### config.mk
export PLATFORM = sky130hd
export DESIGN_NAME = ftwa_match
export DESIGN_NICKNAME = d
export VERILOG_FILES = /design/src/hw/rtl/assert_macros.svh /design/src/hw/rtl/ftwa_pkg.sv /design/src/hw/rtl/ftwa_match.sv
export SDC_FILE = /design/constraint.sdc
export NUM_CORES = 2
export LEC_CHECK = 0
export ABC_AREA = 1
export BUFFER_PORTS_ARGS = -buffer_cell sky130_fd_sc_hd__buf_2
export CORE_AREA = 2 2 591 593
export DETAILED_ROUTE_END_ITERATION = 10
export DIE_AREA = 0 0 593 595
export PLACE_DENSITY = 0.34
export SYNTH_ARGS = -nofsm -noshare
export SYNTH_HDL_FRONTEND = slang
export SYNTH_SLANG_ARGS = --single-unit
### constraint.sdc
create_clock -name vclk -period 9.23
set_input_delay 0.923 -clock vclk [all_inputs]
set_output_delay 0.923 -clock vclk [all_outputs]
set_load 0.02 [all_outputs]
### src/hw/rtl/assert_macros.svh
// Assertion macros used by the top-level RTL file.
`ifndef ASSERT_MACROS_SVH
`define ASSERT_MACROS_SVH
`ifndef SYNTH
`define ASSERT_IMPL(lbl, ante, cons, msg) \
  lbl: assert property (@(posedge clk) disable iff (!rst_n) (ante) |-> (cons)) else $error(msg);
`define ASSERT_NEXT(lbl, ante, cons, msg) \
  lbl: assert property (@(posedge clk) disable iff (!rst_n) (ante) |=> (cons)) else $error(msg);
`else
`define ASSERT_IMPL(lbl, ante, cons, msg)
`define ASSERT_NEXT(lbl, ante, cons, msg)
`endif
`endif

### src/hw/rtl/ftwa_pkg.sv
// Types, constants and helpers of the flow table.
package ftwa_pkg;
  localparam int BUCKETS = 64;
  localparam int WAYS    = 4;
  localparam int BKT_W   = $clog2(BUCKETS);
  localparam int WAY_W   = $clog2(WAYS);
  localparam int REM_W   = 10;

  localparam logic [31:0] HASH_MUL    = 32'd59;
  localparam logic [31:0] COUNT_MAX   = 32'hFFFF_FFFF;
  localparam logic [8:0]  REMOVED_MAX = 9'd511;

  localparam logic [1:0] REG_TRACE_GAP      = 2'd0;
  localparam logic [1:0] REG_SWEEP_INTERVAL = 2'd1;
  localparam logic [1:0] REG_IDLE_LIMIT     = 2'd2;
  localparam logic [1:0] REG_MIN_PACKETS    = 2'd3;

  typedef struct packed {
    logic [31:0] src_addr;
    logic [31:0] dst_addr;
    logic [31:0] ports;
    logic [7:0]  protocol;
    logic [31:0] count;
    logic [31:0] last_time;
  } entry_t;

  typedef entry_t [WAYS-1:0] row_t;

  localparam int ROW_W = $bits(row_t);

  typedef struct packed {
    logic             hit;
    logic             dropped;
    logic [WAY_W-1:0] way;
    logic [31:0]      packets;
  } match_t;

  // now - then > lim, with a backward step never exceeding the limit
  function automatic logic elapsed_gt(logic [31:0] now, logic [31:0] then,
                                      logic [31:0] lim);
    return (now > then) && ((now - then) > lim);
  endfunction
endpackage

### src/hw/rtl/ftwa_match.sv
// Bucket way compare, count update and insert of one packet.
module ftwa_match (
  input  ftwa_pkg::row_t                row,
  input  logic [ftwa_pkg::WAYS-1:0]     vld,
  input  logic [31:0]                   src_addr,
  input  logic [31:0]                   dst_addr,
  input  logic [31:0]                   ports,
  input  logic [7:0]                    protocol,
  input  logic [31:0]                   now,
  output ftwa_pkg::match_t              res,
  output ftwa_pkg::row_t                row_new,
  output logic [ftwa_pkg::WAYS-1:0]     vld_new,
  output logic                          wr
);
  import ftwa_pkg::*;

  logic [WAYS-1:0]  mvec;
  logic [WAY_W-1:0] hit_way;
  logic [WAY_W-1:0] free_way;
  logic [31:0]      cnt;

  always_comb begin
    hit_way  = '0;
    free_way = '0;
    res      = '0;
    row_new  = row;
    vld_new  = vld;
    cnt      = '0;
    for (int w = 0; w < WAYS; w++) begin
      mvec[w] = vld[w] && row[w].src_addr == src_addr && row[w].dst_addr == dst_addr &&
                row[w].ports == ports && row[w].protocol == protocol;
    end
    // lowest way wins
    for (int w = WAYS - 1; w >= 0; w--) begin
      if (mvec[w]) hit_way = WAY_W'(w);
      if (!vld[w]) free_way = WAY_W'(w);
    end
    if (|mvec) begin
      cnt = row[hit_way].count;
      if (cnt != COUNT_MAX) cnt = cnt + 32'd1;
      row_new[hit_way].count     = cnt;
      row_new[hit_way].last_time = now;
      res.hit     = 1'b1;
      res.way     = hit_way;
      res.packets = cnt;
    end else if (!(&vld)) begin
      row_new[free_way] = '{src_addr: src_addr, dst_addr: dst_addr, ports: ports,
                            protocol: protocol, count: 32'd1, last_time: now};
      vld_new[free_way] = 1'b1;
      res.way     = free_way;
      res.packets = 32'd1;
    end else begin
      res.dropped = 1'b1;
    end
    wr = !res.dropped;
  end
endmodule

Word level (Yosys, flattened, before mapping)
Cells that the tools add are included.
{ "op_classes": {"addsub": 1, "n_lt_le_gt_ge": 4, "eq_ne": 17, "muxes": 32, "bitwise_logic": 1, "n_reduce_logical": 21} }
{ "ops": {"columns": ["op", "count"], "rows": [
  ["$bwmux W672", 3],
  ["$mux W672", 2],
  ["$demux W168 S2", 3],
  ["$eq A32 B32 Y1", 12],
  ["$bmux W168 S2", 1],
  ["$mux W168", 1],
  ["$mux W64", 2],
  ["$mux W32", 3],
  ["$mux W34", 2],
  ["$add A32 B1 Y32 const B", 1],
  ["$eq A8 B8 Y1", 4],
  ["$ne A32 B32 Y1 const B", 1],
  ["$logic_and A1 B1 Y1", 18],
  ["$mux W2", 8],
  ["$mux W4", 2],
  ["$lt A2 B3 Y1 const B", 2],
  ["$ge A2 B1 Y1 const B", 2],
  ["$mux W1", 4],
  ["$or A4 B4 Y4", 1],
  ["$reduce_and A4 Y1", 1],
  ["$reduce_or A4 Y1", 1],
  ["$demux W1 S2", 1],
  ["$logic_not A1 Y1", 1]
]} }
{ "totals": {"ff_bits": 0, "inputBits": 812, "output_inout_bits": 713, "word_cells": 76} }

Depth between registers and ports, before layout
{ "logic_depth": {"word_depth": 17, "ltp_mapped": 33, "depth_no_buf": 31} }

Least setup slack after synthesis
OpenSTA, ideal clock, no wires.
{ "synth_timing": {"path_kind": "input to output", "startpoint": "input port dst_addr[26]", "endpoint": "output port res[12] in the netlist's numbering", "arrival_ns": 4.190, "t_required_ns": 8.307, "setup_slack_ns": 4.117, "path_stages": 27, "n_path_buf": 5, "cell_sequence": "buf_2 -> xnor2_1 -> nand2_1 -> nor2_1 -> nand2_1 -> nor2_1 -> nand2_1 -> nor2_1 -> nand2_2 -> buf_6 -> nand2_8 -> nand2_4 -> buf_6 -> inv_1 -> nand2_1 -> nand3_1 -> nand2_1 -> inv_1 -> ha_1 -> nand3_4 -> nor2_8 -> nand3_2 -> nor2_4 -> nand2_2 -> buf_6 -> buf_6 -> a31oi_1"} }
{ "synth_rtl": {"columns": ["element", "line_no", "text"], "rows": [
  ["start, declared", "ftwa_match.sv:6", "input logic [31:0] dst_addr,"],
  ["end, declared", "ftwa_match.sv:10", "output ftwa_pkg::match_t res,"]
]} }

==> results.md <==
* Vias/cell at 3.989
* Most frequent cell after synthesis: nand2_1
* Routed via count at 44550
* Sequential power share at 0
* Synth top area cells: nand2_1, o21ai_0, inv_1
* Initial antenna violation count at 350
* End of the worst hold path: row_new[23]
* Setup CP Type: input pin to primary output
* RSZ-0062 raised after global routing: no
* Hold path cells at 4
* CP top delay family: simple AND/OR/NAND/NOR gates
* Reg area at 0 µm²
* Post-Route Setup TNS at 0 ns
* Final Wtd Congestion at 1.042
* Yosys warns at 0
* Max-cap violations at 0
* FFs & Latches at 0
* Cell count after synthesis at 5031
* GRT Total Usage at 0.2531
* Post-layout min period at 8.145 ns
* Synth top area share at 0.3551
* Post-synthesis cell type count at 51
* Startpoint type of the worst setup path: input pin
* CP max FO at 32
* Syn_nets at 5844
* Max Clk Rate at 122.8 MHz
* Slew HR at 0.03659
* Arrival @ worst endpoint at 7.22 ns
* Clock Power Share at 0
* Final setup viols at 0
* Outcome: finished clean
* DPL Wire Length at 431500 µm
* PD cells at 73.80 nW/µm²
* Routed len/inst at 42.05 µm
* Nets at 7256
* Die height at 595 µm
* Worst Path Buf+Inv at 9
* Min-delay src: row[23]
* CP Capture Type: primary output
* Clock buffer cells at 0
* Core Util, Final at 0.1035
* Drt drc at 0
* Maximum vdd drop at 0.00003013 V
* Final cycle utilization of the critical path at 0.8824
* Leak Pwr at 0.01908 µW
* Mapped cell area at 22210 µm²
* Die area at 352800 µm²
* CP max-delay cell: buf_4
* Share of layout cells above drive strength 1 at 0.2778
* Final max-slew violation count at 0
* Synth area leader: nand2_1
* Internal at 572.7 µW
* Vias in the first global route at 40390
* Post-CTS Hold Fix Bufs at 0
* Worst Max-Slew Pin Slew at 1.445 ns
* Most frequent cells after synthesis: nand2_1, inv_1, o21ai_0
* Initial core utilization at 0.06396
* Syn-to-layout area delta at 61.79%
* Port bufs at 1525
* Total Wirelength at 469600 µm
* Largest net degree at the start of global routing at 149
* Core ar. at 347300 µm²
* Avg Cell Area, Syn at 4.415 µm²
* Comb pwr share at 1.000
* Largest stage delay, worst path at 0.43 ns
* Routed Antenna Nets at 0
* Switching pwr at 2079 µW
* Drt pass-1 iters at 7
* Die width at 593 µm
* WP data required at 8.31 ns
* IO Count at 1525
* Initial DRC Count at 5513
* Post-CTS Setup Bufs at 0
* Post-CTS Resized at 0
* First-pass GRT wire length at 554000 µm
* Switching Fraction at 0.7841
* Total grt overflow at 0
* Final hold vios at 0
* Core Rows at 217
* Sequential cell area fraction in the yosys report at 0
* Hold Path Class: input pin to primary output
[final cells by class]
class                           count  area (µm²)
Antenna cell                      128       320.3
Fill cell                       42200      311300
Inverter                          747        2808
Multi-Input combinational cell   4059       18440
Tap cell                         4599        5754
Timing Repair Buffer             1635        8613
[per-stage QoR]
| step | area, µm² | setup slack (ns) | cells | total power (µW) | hold slack (ns) |
|---|---|---|---|---|---|
| 4_1_cts | 35610 | 1.115 | 11040 | 2652 | 2.178 |
| 2_1_floorplan | 22210 | 4.117 | 5031 | 976.4 | 2.019 |
| 6_report | 35930 | 1.085 | 11170 | 2652 | 2.176 |
| 3_3_place_gp | 35610 | 1.127 | 11040 | 2654 | 2.167 |
| 5_1_grt | 35810 | 0.8784 | 11120 | 2728 | 2.209 |
| 3_5_place_dp | 35610 | 1.133 | 11040 | 2643 | 2.177 |
[layout by cell type, fill, tap and decap left out, types with 10 or more instances in the layout]
| cell type | Yosys | final |
|---|---|---|
| nand4_1 | 196 | 196 |
| buf_12 | 0 | 12 |
| buf_2 | 64 | 1523 |
| nand3b_1 | 11 | 11 |
| inv_1 | 648 | 646 |
| a21boi_0 | 11 | 11 |
| o22ai_1 | 16 | 16 |
| buf_4 | 8 | 100 |
| xor2_1 | 40 | 40 |
| clkinv_1 | 19 | 18 |
| inv_2 | 79 | 81 |
| nor3_1 | 78 | 78 |
| nand3_1 | 255 | 254 |
| and2_1 | 14 | 14 |
| nor2_4 | 6 | 10 |
| o21bai_1 | 10 | 10 |
| diode_2 | 0 | 128 |
| nand3_2 | 11 | 11 |
| nand2_1 | 2101 | 2099 |
| a21oi_1 | 42 | 42 |
| nor4_1 | 51 | 51 |
| nor2_1 | 445 | 441 |
| nor2_2 | 11 | 11 |
| o21ai_1 | 27 | 27 |
| xnor2_1 | 73 | 68 |
| nor3b_1 | 19 | 19 |
| nand2_2 | 11 | 12 |
| o21ai_0 | 587 | 587 |
[logic make-up after synthesis]
group,synth area share
and+or+nand+nor,0.6164
buffers and inverters,0.1741
AOI/OAI and AO/OA,0.1639
xor gates and xnor gates,0.04456
muxes,0.0005070
adders and majority gates,0.0005633
[worst max path at each step]
stage	start	endpoint	slack, ns	cells after the start
6_report	dst_addr[29]	row_new[550]	1.09	29
5_1_grt	dst_addr[29]	row_new[550]	0.88	29
4_1_cts	dst_addr[29]	row_new[550]	1.12	29
3_5_place_dp	dst_addr[29]	row_new[550]	1.13	29
3_3_place_gp	src_addr[16]	row_new[550]	1.13	30
2_1_floorplan	dst_addr[26]	res[12]	4.12	27
[metal layers]
metal	vias to the layer above	wire, µm	track usage
met5	-	811	0
met1	21450	155000	0.2533
met3	920	42950	0.07170
met4	122	26810	0.1149
met2	3240	244000	0.4784
li1	18820	-	-
[power groups by stage]
stage	registers [µW]	logic (µW)	clock network, µW
finish	0	2650	0.00150
detailed placement	0	2640	0
global route	0	2730	0.00109
global placement	0	2650	0
CTS	0	2650	0
floorplan	0	976	0
No activity file was read; power rests on OpenSTA's default activity.
