**config.mk**
```make
export PLATFORM = sky130hd
export DESIGN_NAME = ftwa_ram
export DESIGN_NICKNAME = d
export VERILOG_FILES = /design/src/hw/rtl/assert_macros.svh /design/src/hw/rtl/ftwa_ram.sv
export SDC_FILE = /design/constraint.sdc
export NUM_CORES = 1
export LEC_CHECK = 0
export BUFFER_PORTS_ARGS = -buffer_cell sky130_fd_sc_hd__buf_2
export CORE_MARGIN = 2
export CORE_UTILIZATION = 54
export DETAILED_ROUTE_END_ITERATION = 7
export PLACE_DENSITY = 0.8
export SLEW_MARGIN = 15
export SYNTH_ARGS = -nofsm -noshare
export SYNTH_HDL_FRONTEND = slang
export SYNTH_SLANG_ARGS = --single-unit
```
**constraint.sdc**
```tcl
create_clock -name clk -period 2 [get_ports clk]
set_input_delay 0.5 -clock clk [delete_from_list [all_inputs] [get_ports clk]]
set_output_delay 0.5 -clock clk [all_outputs]
set_load 0.05 [all_outputs]
```
**src/hw/rtl/assert_macros.svh**
```systemverilog
// Assertion macros used by the top-level RTL file.
`ifndef ASSERT_MACROS_SVH
`define ASSERT_MACROS_SVH
`ifndef SYNTH
`define ASSERT_IMPL(lbl, ante, cons, msg) \
  lbl: assert property (@(posedge clk) disable iff (!rst_n) (ante) |-> (cons)) else $error(msg);
`define ASSERT_NEXT(lbl, ante, cons, msg) \
  lbl: assert property (@(posedge clk) disable iff (!rst_n) (ante) |=> (cons)) else $error(msg);
`else
`define ASSERT_IMPL(lbl, ante, cons, msg)
`define ASSERT_NEXT(lbl, ante, cons, msg)
`endif
`endif

```
**src/hw/rtl/ftwa_ram.sv**
```systemverilog
// Generic single-write, single-read RAM with registered read data.
module ftwa_ram #(
  parameter int WIDTH = 8,
  parameter int DEPTH = 16
) (
  input  logic                     clk,
  input  logic                     we,
  input  logic [$clog2(DEPTH)-1:0] waddr,
  input  logic [WIDTH-1:0]         wdata,
  input  logic                     re,
  input  logic [$clog2(DEPTH)-1:0] raddr,
  output logic [WIDTH-1:0]         rdata
);
  logic [WIDTH-1:0] mem [DEPTH];

  always_ff @(posedge clk) begin
    if (we) begin
      mem[waddr] <= wdata;
    end
    if (re) begin
      rdata <= mem[raddr];
    end
  end
endmodule

```
# Yosys cells after proc, flatten, opt, wreduce, memory -nomap -nowiden
# Memory sizes are Yosys's and may differ from the RTL's. A register that Yosys moved wholly into a read port is not among the register bits.
# Index checks and enable logic that the tools add are counted.
# op_classes
add_sub_neg	0
n_mul	0
div_mod_pow	0
magnitude_cmp	0
n_eq_ne	0
shift	0
muxes	2
bitwise	0
reduce_logical	0
# op_table
operator	count
1-bit 2-to-1 mux	2
# word_totals
regBits	0
latch_bits	0
mem_bits_rw	128
mem_bits_ro	0
inputBits	19
word_cells	3
memories	1
# memory_table
name	depth	width	rd	rd_clocked_by_memory_dff	write_ports	line_no	text
mem	16	8	1	1	1	ftwa_ram.sv:14	logic [WIDTH-1:0] mem [DEPTH];

# Logic depth before layout (Yosys ltp)
# Gate-level depths: netlist (run 1).
# depth
word_depth	2
ltp_mapped	5
depth_no_buf	3

# Least setup slack after synthesis (run 1)
# Ideal clock, no wire load.
# synth_path
path_kind	input to register
start	input port waddr[2]
end	memory mem[0][0], enable pin
setup_time_ps	383
arrival_time_ps	1610
required_ps	1617
setup_slack_ps	7
stages	2
path_buffers	0
cell_sequence	or3b_2 > nor3_1
# synth_lines
item	line_no	text
start: declaration	ftwa_ram.sv:8	input logic [$clog2(DEPTH)-1:0] waddr,
end: declaration	ftwa_ram.sv:14	
# No word-level cell before the write port.

# Worst setup path in the final report (run 1)
# layout_path
start	register rdata[6] (read register of mem)
end	output port rdata[6]
# layout_lines
item	line_no	text
start: declaration	ftwa_ram.sv:12	output logic [WIDTH-1:0] rdata
# No word-level cell between the ends.

==> results of run 1 <==
## registers in the layout (all words and copies together) (netlist names)
register	cells
mem	128
rdata	8
## final timing paths
check,start,end,slack (ps),cells after the start
setup / recovery,rdata[6],rdata[6],360,1
hold / removal,re,rdata[5],340,1
setup reg to reg,mem[1][1],rdata[1],430,3
hold reg to reg,mem[13][0],rdata[0],750,3
## power groups by stage
stage | registers, mW | clock network [mW] | logic, mW
after CTS | 3.23 | 3.22 | 0.358
after detailed placement | 3.29 | 0 | 0.352
final | 3.23 | 3.18 | 0.358
after floorplan | 3.33 | 0 | 0.162
after global routing | 3.23 | 3.33 | 0.382
after global placement | 3.28 | 0 | 0.343
## cell families after synthesis
group	synth area share
AO/OA/AOI/OAI	0.02298
AND/OR/NAND/NOR	0.03136
multiplexers	0.1479
flip-flops	0.7812
buffers and inverters	0.01651
## layer usage
metal	part of all wire	up-vias
met1	0.38	1325
met3	0.080	23
met2	0.51	152
li1	-	1113
met5	0	-
met4	0.028	0
## cell usage after synthesis, types with 2 or more instances
| master | count | area (µm²) |
|---|---|---|
| edfxtp_1 | 136 | 4084 |
| mux4_2 | 18 | 405.4 |
| a22oi_1 | 16 | 120.1 |
| mux4_1 | 14 | 367.9 |
| nor2_1 | 13 | 48.80 |
| nand2_1 | 9 | 33.78 |
| nor3_1 | 4 | 20.02 |
| buf_2 | 3 | 15.01 |
| buf_6 | 3 | 33.78 |
| clkdlybuf4s25_2 | 3 | 30.03 |
| nand2b_1 | 2 | 12.51 |
| nand3b_1 | 2 | 15.01 |
## stage by stage
| step | instances | util |
|---|---|---|
| floorplan | 229 | - |
| global placement | 404 | 0.6093 |
| detailed placement | 404 | 0.6093 |
| CTS | 436 | 0.6753 |
| global route | 436 | 0.6753 |
| finish | 436 | 0.6753 |
## layout make-up
cell class              instances  area [µm²]  area share
clock buffers                  17       414.1     0.06575
well taps                     129       161.4     0.02563
clock inverters                15       201.4     0.03198
multi-input cells              83        1057      0.1679
repair buffers                 56       380.4     0.06039
flip-flops and latches        136        4084      0.6484
## cells in the final DEF (no fill, tap or decap), types with 2 or more instances in the layout
cell type     n
clkinvlp_4    4
inv_6         2
mux4_2       18
mux4_1       14
nor3_1        4
buf_12        2
nand2_1       9
a22oi_1      16
buf_2        26
nor2_1       13
edfxtp_1    136
clkinv_1      2
nand2b_1      2
clkinv_4      3
buf_4        28
clkbuf_16    16
nand3b_1      2
bufinv_16     4
==> impl_metrics.env, run 1 <==
export IMPL_drt_iter0_markers=291
export IMPL_synthArstFlopShare=0
export IMPL_coreArea_um2=9328
export IMPL_yosysSeqAreaShare=0.7812
export IMPL_layout_area_overhead_vs_synth_pct=20.49
export IMPL_grt_pass1_wl_um=16030
export IMPL_intPower_mw=5.374
export IMPL_synth_main_ff_cell="edfxtp_1"
export IMPL_total_power_mw=6.772
export IMPL_row_count=35
export IMPL_pre_cts_slack_ps=-54.84
export IMPL_synth_edf_count=136
export IMPL_hold_viol=0
export IMPL_fin_nets=313
export IMPL_syn_area_um2=5228
export IMPL_post_cts_setup_buffers=0
export IMPL_power_frac_seq=0.477
export IMPL_grt_overflow=0
export IMPL_status="finished, final reports clean"
export IMPL_synth_cell_type_count=18
export IMPL_yosys_warnings=0
export IMPL_start_kind="flip-flop"
export IMPL_slew_viol_final=0
export IMPL_setup_ws_ps=358.7
export IMPL_hpwl_um=6356
export IMPL_h_tree_depth=4
export IMPL_drive_gt1_frac=0.3420
export IMPL_antennaDiodeCount=0
export IMPL_final_min_clock_period_ps=1641
export IMPL_groute_layer_met1_usage=0.2953
export IMPL_slew_headroom=0.7176
export IMPL_pin_count=27
export IMPL_path_delay_family="flip-flops"
export IMPL_finalWirelength_um=10710
export IMPL_route_detailed_drc=0
export IMPL_synth_fp_nets=248
export IMPL_max_clock_freq_mhz=609.3
export IMPL_busiest_layer="met2"
export IMPL_min_path_type="input pin to flip-flop"
export IMPL_start_util=0.5604
export IMPL_vias_per_cell=5.993
export IMPL_vdd_drop_max_mv=0.5429
export IMPL_maxCapViolations=0
export IMPL_finalClockSkew_ps=11.54
export IMPL_setup_worst_path_class="flip-flop to output pin"
export IMPL_p_comb_frac=0.053
export IMPL_routabilityCongestion=0.7358
export IMPL_antenna_found_initial=0
export IMPL_place_area_um2=5683
export IMPL_setup_tns_ps=0
export IMPL_power_frac_clock=0.470
export IMPL_sw_frac_of_total=0.2063
export IMPL_p_leak_nw=2.161
export IMPL_clkLatencyLatePin_ps=520
export IMPL_cts_buffer_depth=2
export IMPL_rsz0062_at_grt="no"
export IMPL_cts_resized=0
export IMPL_synth_seq_cells=136
export IMPL_drtPass1Iterations=6
export IMPL_grt_max_degree=33
export IMPL_setup_viol=0
export IMPL_cts_tree="done"
export IMPL_vias=2613
export IMPL_fill_cells=584
export IMPL_crit_buf_inv=1
export IMPL_die_x_um=102.4
export IMPL_slowest_delay_ps=400
export IMPL_period_share=0.8206
export IMPL_cts_sinks=136
export IMPL_root_buffer="clkbuf_8"
export IMPL_hold_buffers=0
export IMPL_dieArea_um2=10480
export IMPL_arrival_ps=1140
export IMPL_wire_per_inst_um=24.56
export IMPL_finalInstanceArea_um2=6299
export IMPL_use_met3=0.07250
export IMPL_ant_nets=0
export IMPL_timing_hold_ws_ps=341.0
export IMPL_synth_avg_cell_area_um2=22.83
export IMPL_numCtsBuffers=17
export IMPL_worstSetupEndpointType="output pin"
export IMPL_synthCells=229
export IMPL_fp_dieH_um=102.4
export IMPL_port_buffers=26
export IMPL_track_usage=0.2284
export IMPL_crit_chain="buf_2"
export IMPL_path_clk_slew_ps=60
export IMPL_grt_use_met2=0.3583
export IMPL_power_density_nw_per_um2=1075
export IMPL_critPathMaxFanout=1
export IMPL_worst_pin_slew_ps=423.6
export IMPL_grt_pass1_vias=2716
export IMPL_required_ps=1500
export IMPL_p_switching_mw=1.397
export IMPL_slowest_stage="edfxtp_1"
Note: power is estimated with default switching activity, not from simulation.
==> inputs of run 2 (changes only) <==
- CORE_UTILIZATION: 54 -> 60
- PLACE_DENSITY: 0.8 -> 0.84
- clock period: 2 -> 1.6 ns (I/O delays scaled with it)
==> run 2 against run 1 <==
Effect of this change: final cell count shrank 5.5%; total power up 24%; via count up 1.7%; sequential cell count unchanged; first-iteration DRC count rose by 8.2%; sequential power is 25% higher; clock skew shrank 4.7 ps; clock power is 22% higher.
==> impl_metrics.env, run 2 (synthesized netlist as in run 1, its figures left out) <==
export IMPL_min_path_cells=1
export IMPL_cts_buffer_depth=2
export IMPL_path_clk_slew_ps=60
export IMPL_final_min_clock_period_ps=1551
export IMPL_timing_hold_ws_ps=245.7
export IMPL_max_clock_freq_mhz=644.9
export IMPL_total_power_mw=8.397
export IMPL_power_density_nw_per_um2=1346
export IMPL_largest_register_ffs=128
export IMPL_setup_tns_ps=0
export IMPL_post_cts_setup_buffers=0
export IMPL_worstSetupEndpointType="output pin"
export IMPL_track_usage=0.2561
export IMPL_start_util=0.6083
export IMPL_drtPass1Iterations=5
export IMPL_antennaDiodeCount=0
export IMPL_instances_no_fill=412
export IMPL_cts_sinks=136
export IMPL_setup_ws_ps=49.37
export IMPL_grt_max_degree=17
export IMPL_min_path_type="input pin to flip-flop"
export IMPL_critPathMaxFanout=1
export IMPL_r2r_cells=3
export IMPL_maxCapViolations=0
export IMPL_slowest_stage="edfxtp_1"
export IMPL_worst_pin_slew_ps=783.8
export IMPL_cts_resized=1
export IMPL_antenna_found_initial=0
export IMPL_crit_chain="buf_4"
export IMPL_route_detailed_drc=0
export IMPL_fill_cells=458
export IMPL_drive_gt1_frac=0.3849
export IMPL_regArea_um2=4084
export IMPL_vias=2657
export IMPL_fp_dieH_um=97.34
export IMPL_hold_buffers=0
export IMPL_fin_nets=310
export IMPL_vias_per_cell=6.449
export IMPL_hpwl_um=6523
export IMPL_path_delay_family="flip-flops"
export IMPL_pin_count=27
export IMPL_vdd_drop_max_mv=0.8497
export IMPL_multi_input_area_um2=1013
export IMPL_place_area_um2=5640
export IMPL_pre_cts_slack_ps=-380.7
export IMPL_grt_pass1_wl_um=16640
export IMPL_period_share=0.9691
export IMPL_h_tree_depth=4
export IMPL_hold_viol=0
export IMPL_port_buffers=26
export IMPL_slowest_delay_ps=410
export IMPL_final_common_cell="edfxtp_1"
export IMPL_rr_endpoint="rdata[0]"
export IMPL_slew_viol_final=0
export IMPL_setup_viol=0
export IMPL_row_count=34
export IMPL_numCtsBuffers=17
export IMPL_wire_per_inst_um=27.11
export IMPL_coreArea_um2=8593
export IMPL_rsz0062_at_grt="no"
export IMPL_drt_iter0_markers=315
export IMPL_top_regs="mem: 128 flops, rdata: 8 flops"
export IMPL_finalWirelength_um=11170
export IMPL_clkLatencyLatePin_ps=530
export IMPL_start_kind="flip-flop"
export IMPL_crit_buf_inv=1
export IMPL_hp_start="re"
export IMPL_root_buffer="clkbuf_8"
export IMPL_p_leak_nw=2.107
export IMPL_grt_overflow=0
export IMPL_layout_area_overhead_vs_synth_pct=19.34
export IMPL_hold_end="rdata[0]"
export IMPL_largest_register="mem"
export IMPL_cts_tree="done"
export IMPL_r2r_slack_ps=60
export IMPL_finalClockSkew_ps=6.794
export IMPL_dieArea_um2=9475
export IMPL_finalInstanceArea_um2=6238
export IMPL_ant_nets=0
export IMPL_r2r_start="mem[1][0]"
export IMPL_arrival_ps=1150
export IMPL_grt_pass1_vias=2751
export IMPL_layout_common_cells="edfxtp_1, mux4_2, buf_2"
export IMPL_status="finished, final reports clean"
export IMPL_required_ps=1200
export IMPL_dp_cells=380
export IMPL_post_route_util=0.7260
export IMPL_slew_headroom=0.4764
export IMPL_routabilityCongestion=0.8265
export IMPL_die_x_um=97.34
export IMPL_setup_worst_path_class="flip-flop to output pin"
[run 2: per-layer routing]
| layer | share of wire | vias up | routed length (µm) | global-route usage |
|---|---|---|---|---|
| met5 | 0 | - | 0 | 0 |
| met1 | 0.37 | 1358 | 4172 | 0.3333 |
| met2 | 0.50 | 173 | 5625 | 0.3980 |
| li1 | - | 1093 | - | - |
| met4 | 0.033 | 0 | 366 | 0.1314 |
| met3 | 0.090 | 33 | 1006 | 0.07770 |
[run 2: cell type report]
class | instances | area share
Sequential cell | 136 | 0.6546
Multi-Input combinational cell | 83 | 0.1625
Clock buffer | 18 | 0.06699
Timing Repair Buffer | 53 | 0.06619
Clock inverter | 14 | 0.02808
Tap cell | 108 | 0.02166
[run 2: how the worst max path moves through the flow]
| stage | end | slack [ps] | from | depth (start not counted) |
|---|---|---|---|---|
| after floorplan | mem[3][0] | -70 | waddr[2] | 2 |
| after global placement | rdata[1] | -360 | raddr[0] | 6 |
| after detailed placement | rdata[4] | -380 | raddr[0] | 6 |
| after CTS | rdata[2] | 6 | rdata[2] | 1 |
| after global routing | rdata[4] | 8 | rdata[4] | 1 |
| final | rdata[4] | 50 | rdata[4] | 1 |
[run 2: power by group]
group          internal (mW)  switching (mW)
clock network           2.38            1.50
registers               4.02          0.0276
logic                  0.189           0.282
==> inputs of run 3 (changes only) <==
- CTS_CLUSTER_SIZE: default -> 8
- SETUP_SLACK_MARGIN: default -> 0.4
==> run 3 against run 2 <==
Effect of this change: critical path type is now flip-flop to flip-flop; first-iteration DRC count down 16%; register-to-register slack about the same; utilization up 3.4 points; die area unchanged; sequential power about the same; worst hold slack worse by 17 ps; fmax up 1.3%; largest power group unchanged; via count down 0.75%; setup slack better by 20 ps; highest routed layer unchanged; global-route usage up 0.24 points; clock power down 2%; cell area up 4.7%.
==> impl_metrics.env, run 3 (synthesized netlist as in run 1, its figures left out) <==
export IMPL_status="finished, final reports clean"
export IMPL_drtPass1Iterations=4
export IMPL_pin_count=27
export IMPL_total_power_mw=8.406
export IMPL_grt_max_degree=21
export IMPL_wire_per_inst_um=27.25
export IMPL_crit_chain="mux4_2 -> a22oi_2 -> nand2_1"
export IMPL_clkLatencyLatePin_ps=530
export IMPL_vdd_drop_max_mv=0.8083
export IMPL_cts_sinks=136
export IMPL_fin_nets=307
export IMPL_multi_input_area_um2=1200
export IMPL_final_common_cell="edfxtp_1"
export IMPL_maxCapViolations=0
export IMPL_finalInstanceArea_um2=6530
export IMPL_post_route_util=0.7599
export IMPL_final_min_clock_period_ps=1531
export IMPL_setup_viol=0
export IMPL_slowest_delay_ps=540
export IMPL_p_leak_nw=2.136
export IMPL_cts_buffer_depth=2
export IMPL_timing_hold_ws_ps=229.0
export IMPL_antennaDiodeCount=0
export IMPL_arrival_ps=1800
export IMPL_slowest_stage="mux4_2"
export IMPL_fill_cells=426
export IMPL_groute_layer_met1_usage=0.3250
export IMPL_grt_pass1_wl_um=16860
export IMPL_vias=2637
export IMPL_r2r_cells=3
export IMPL_finalClockSkew_ps=8.143
export IMPL_largest_register="mem"
export IMPL_cts_tree="done"
export IMPL_hpwl_um=6794
export IMPL_top_regs="mem: 128 flops, rdata: 8 flops"
export IMPL_grt_overflow=0
export IMPL_hold_viol=0
export IMPL_layout_area_overhead_vs_synth_pct=24.92
export IMPL_regArea_um2=4084
export IMPL_crit_buf_inv=0
export IMPL_h_tree_depth=4
export IMPL_setup_tns_ps=0
export IMPL_period_share=0.9568
export IMPL_power_density_nw_per_um2=1287
export IMPL_place_area_um2=5861
export IMPL_dp_cells=377
export IMPL_slew_headroom=0.4402
export IMPL_instances_no_fill=408
export IMPL_fp_dieH_um=97.34
export IMPL_largest_register_ffs=128
export IMPL_row_count=34
export IMPL_path_delay_family="multiplexers"
export IMPL_path_clk_slew_ps=60
export IMPL_worst_pin_slew_ps=836.6
export IMPL_finalWirelength_um=11120
export IMPL_drt_iter0_markers=264
export IMPL_start_util=0.6083
export IMPL_min_path_type="input pin to flip-flop"
export IMPL_pre_cts_slack_ps=-410.5
export IMPL_setup_worst_path_class="flip-flop to flip-flop"
export IMPL_numCtsBuffers=17
export IMPL_vias_per_cell=6.463
export IMPL_grt_use_met2=0.4167
export IMPL_slew_viol_final=0
export IMPL_coreArea_um2=8593
export IMPL_track_usage=0.2584
export IMPL_start_kind="flip-flop"
export IMPL_use_met3=0.08705
export IMPL_drive_gt1_frac=0.4667
export IMPL_dieArea_um2=9475
export IMPL_cp_num_cells=3
export IMPL_min_path_cells=1
export IMPL_critPathMaxFanout=1
export IMPL_route_detailed_drc=0
export IMPL_antenna_found_initial=0
export IMPL_setup_ws_ps=69.07
export IMPL_layout_common_cells="edfxtp_1, mux4_2, buf_2"
export IMPL_hold_buffers=0
export IMPL_required_ps=1860
export IMPL_rsz0062_at_grt="yes"
export IMPL_ant_nets=0
export IMPL_max_clock_freq_mhz=653.2
export IMPL_root_buffer="clkbuf_8"
export IMPL_port_buffers=26
export IMPL_busiest_layer="met2"
export IMPL_die_x_um=97.34
export IMPL_grt_pass1_vias=2781
export IMPL_worstSetupEndpointType="flip-flop"
export IMPL_routabilityCongestion=0.7463
==> run 3: cell types whose count changed in the layout (fill, tap and decap cells not counted), sizes merged <==
cell	previous run	this run
buf	53	50
clkinv	6	5
clkinvlp	3	2
inv	2	1
clkbuf	18	20
==> run 3: final timing paths <==
path	start	end	slack, ps
worst max-delay path	mem[2][6]	rdata[6]	70
worst max register to register	mem[2][6]	rdata[6]	70
worst min register to register	mem[12][0]	rdata[0]	780
worst min-delay path	re	rdata[5]	230
==> run 3: layer usage <==
metal | wire length (µm) | share of wire
met1 | 4021 | 0.36
met2 | 5771 | 0.52
met3 | 977 | 0.088
met4 | 350 | 0.031
met5 | 0 | 0
==> run 3: cell type report <==
cell class / instances / area share
Timing Repair Buffer: 50 / 0.08201
Clock buffer: 20 / 0.06515
Tap cell: 108 / 0.02069
Clock inverter: 11 / 0.02299
Multi-Input combinational cell: 83 / 0.1838
Sequential cell: 136 / 0.6254
==> run 3: timing repair <==
action	in CTS	in global routing
endpoints found under the hold margin	0	0
resized for setup	26	1
endpoints found under the setup margin	16	16
pin swaps	3	0
setup buffers	0	0
==> run 3: where the power goes <==
group	switching [mW]	internal [mW]	leakage, nW
Combinational	0.323	0.233	0.624
Sequential	0.0284	4.02	1.24
Clock	1.44	2.37	0.275
Total	1.79	6.62	2.14
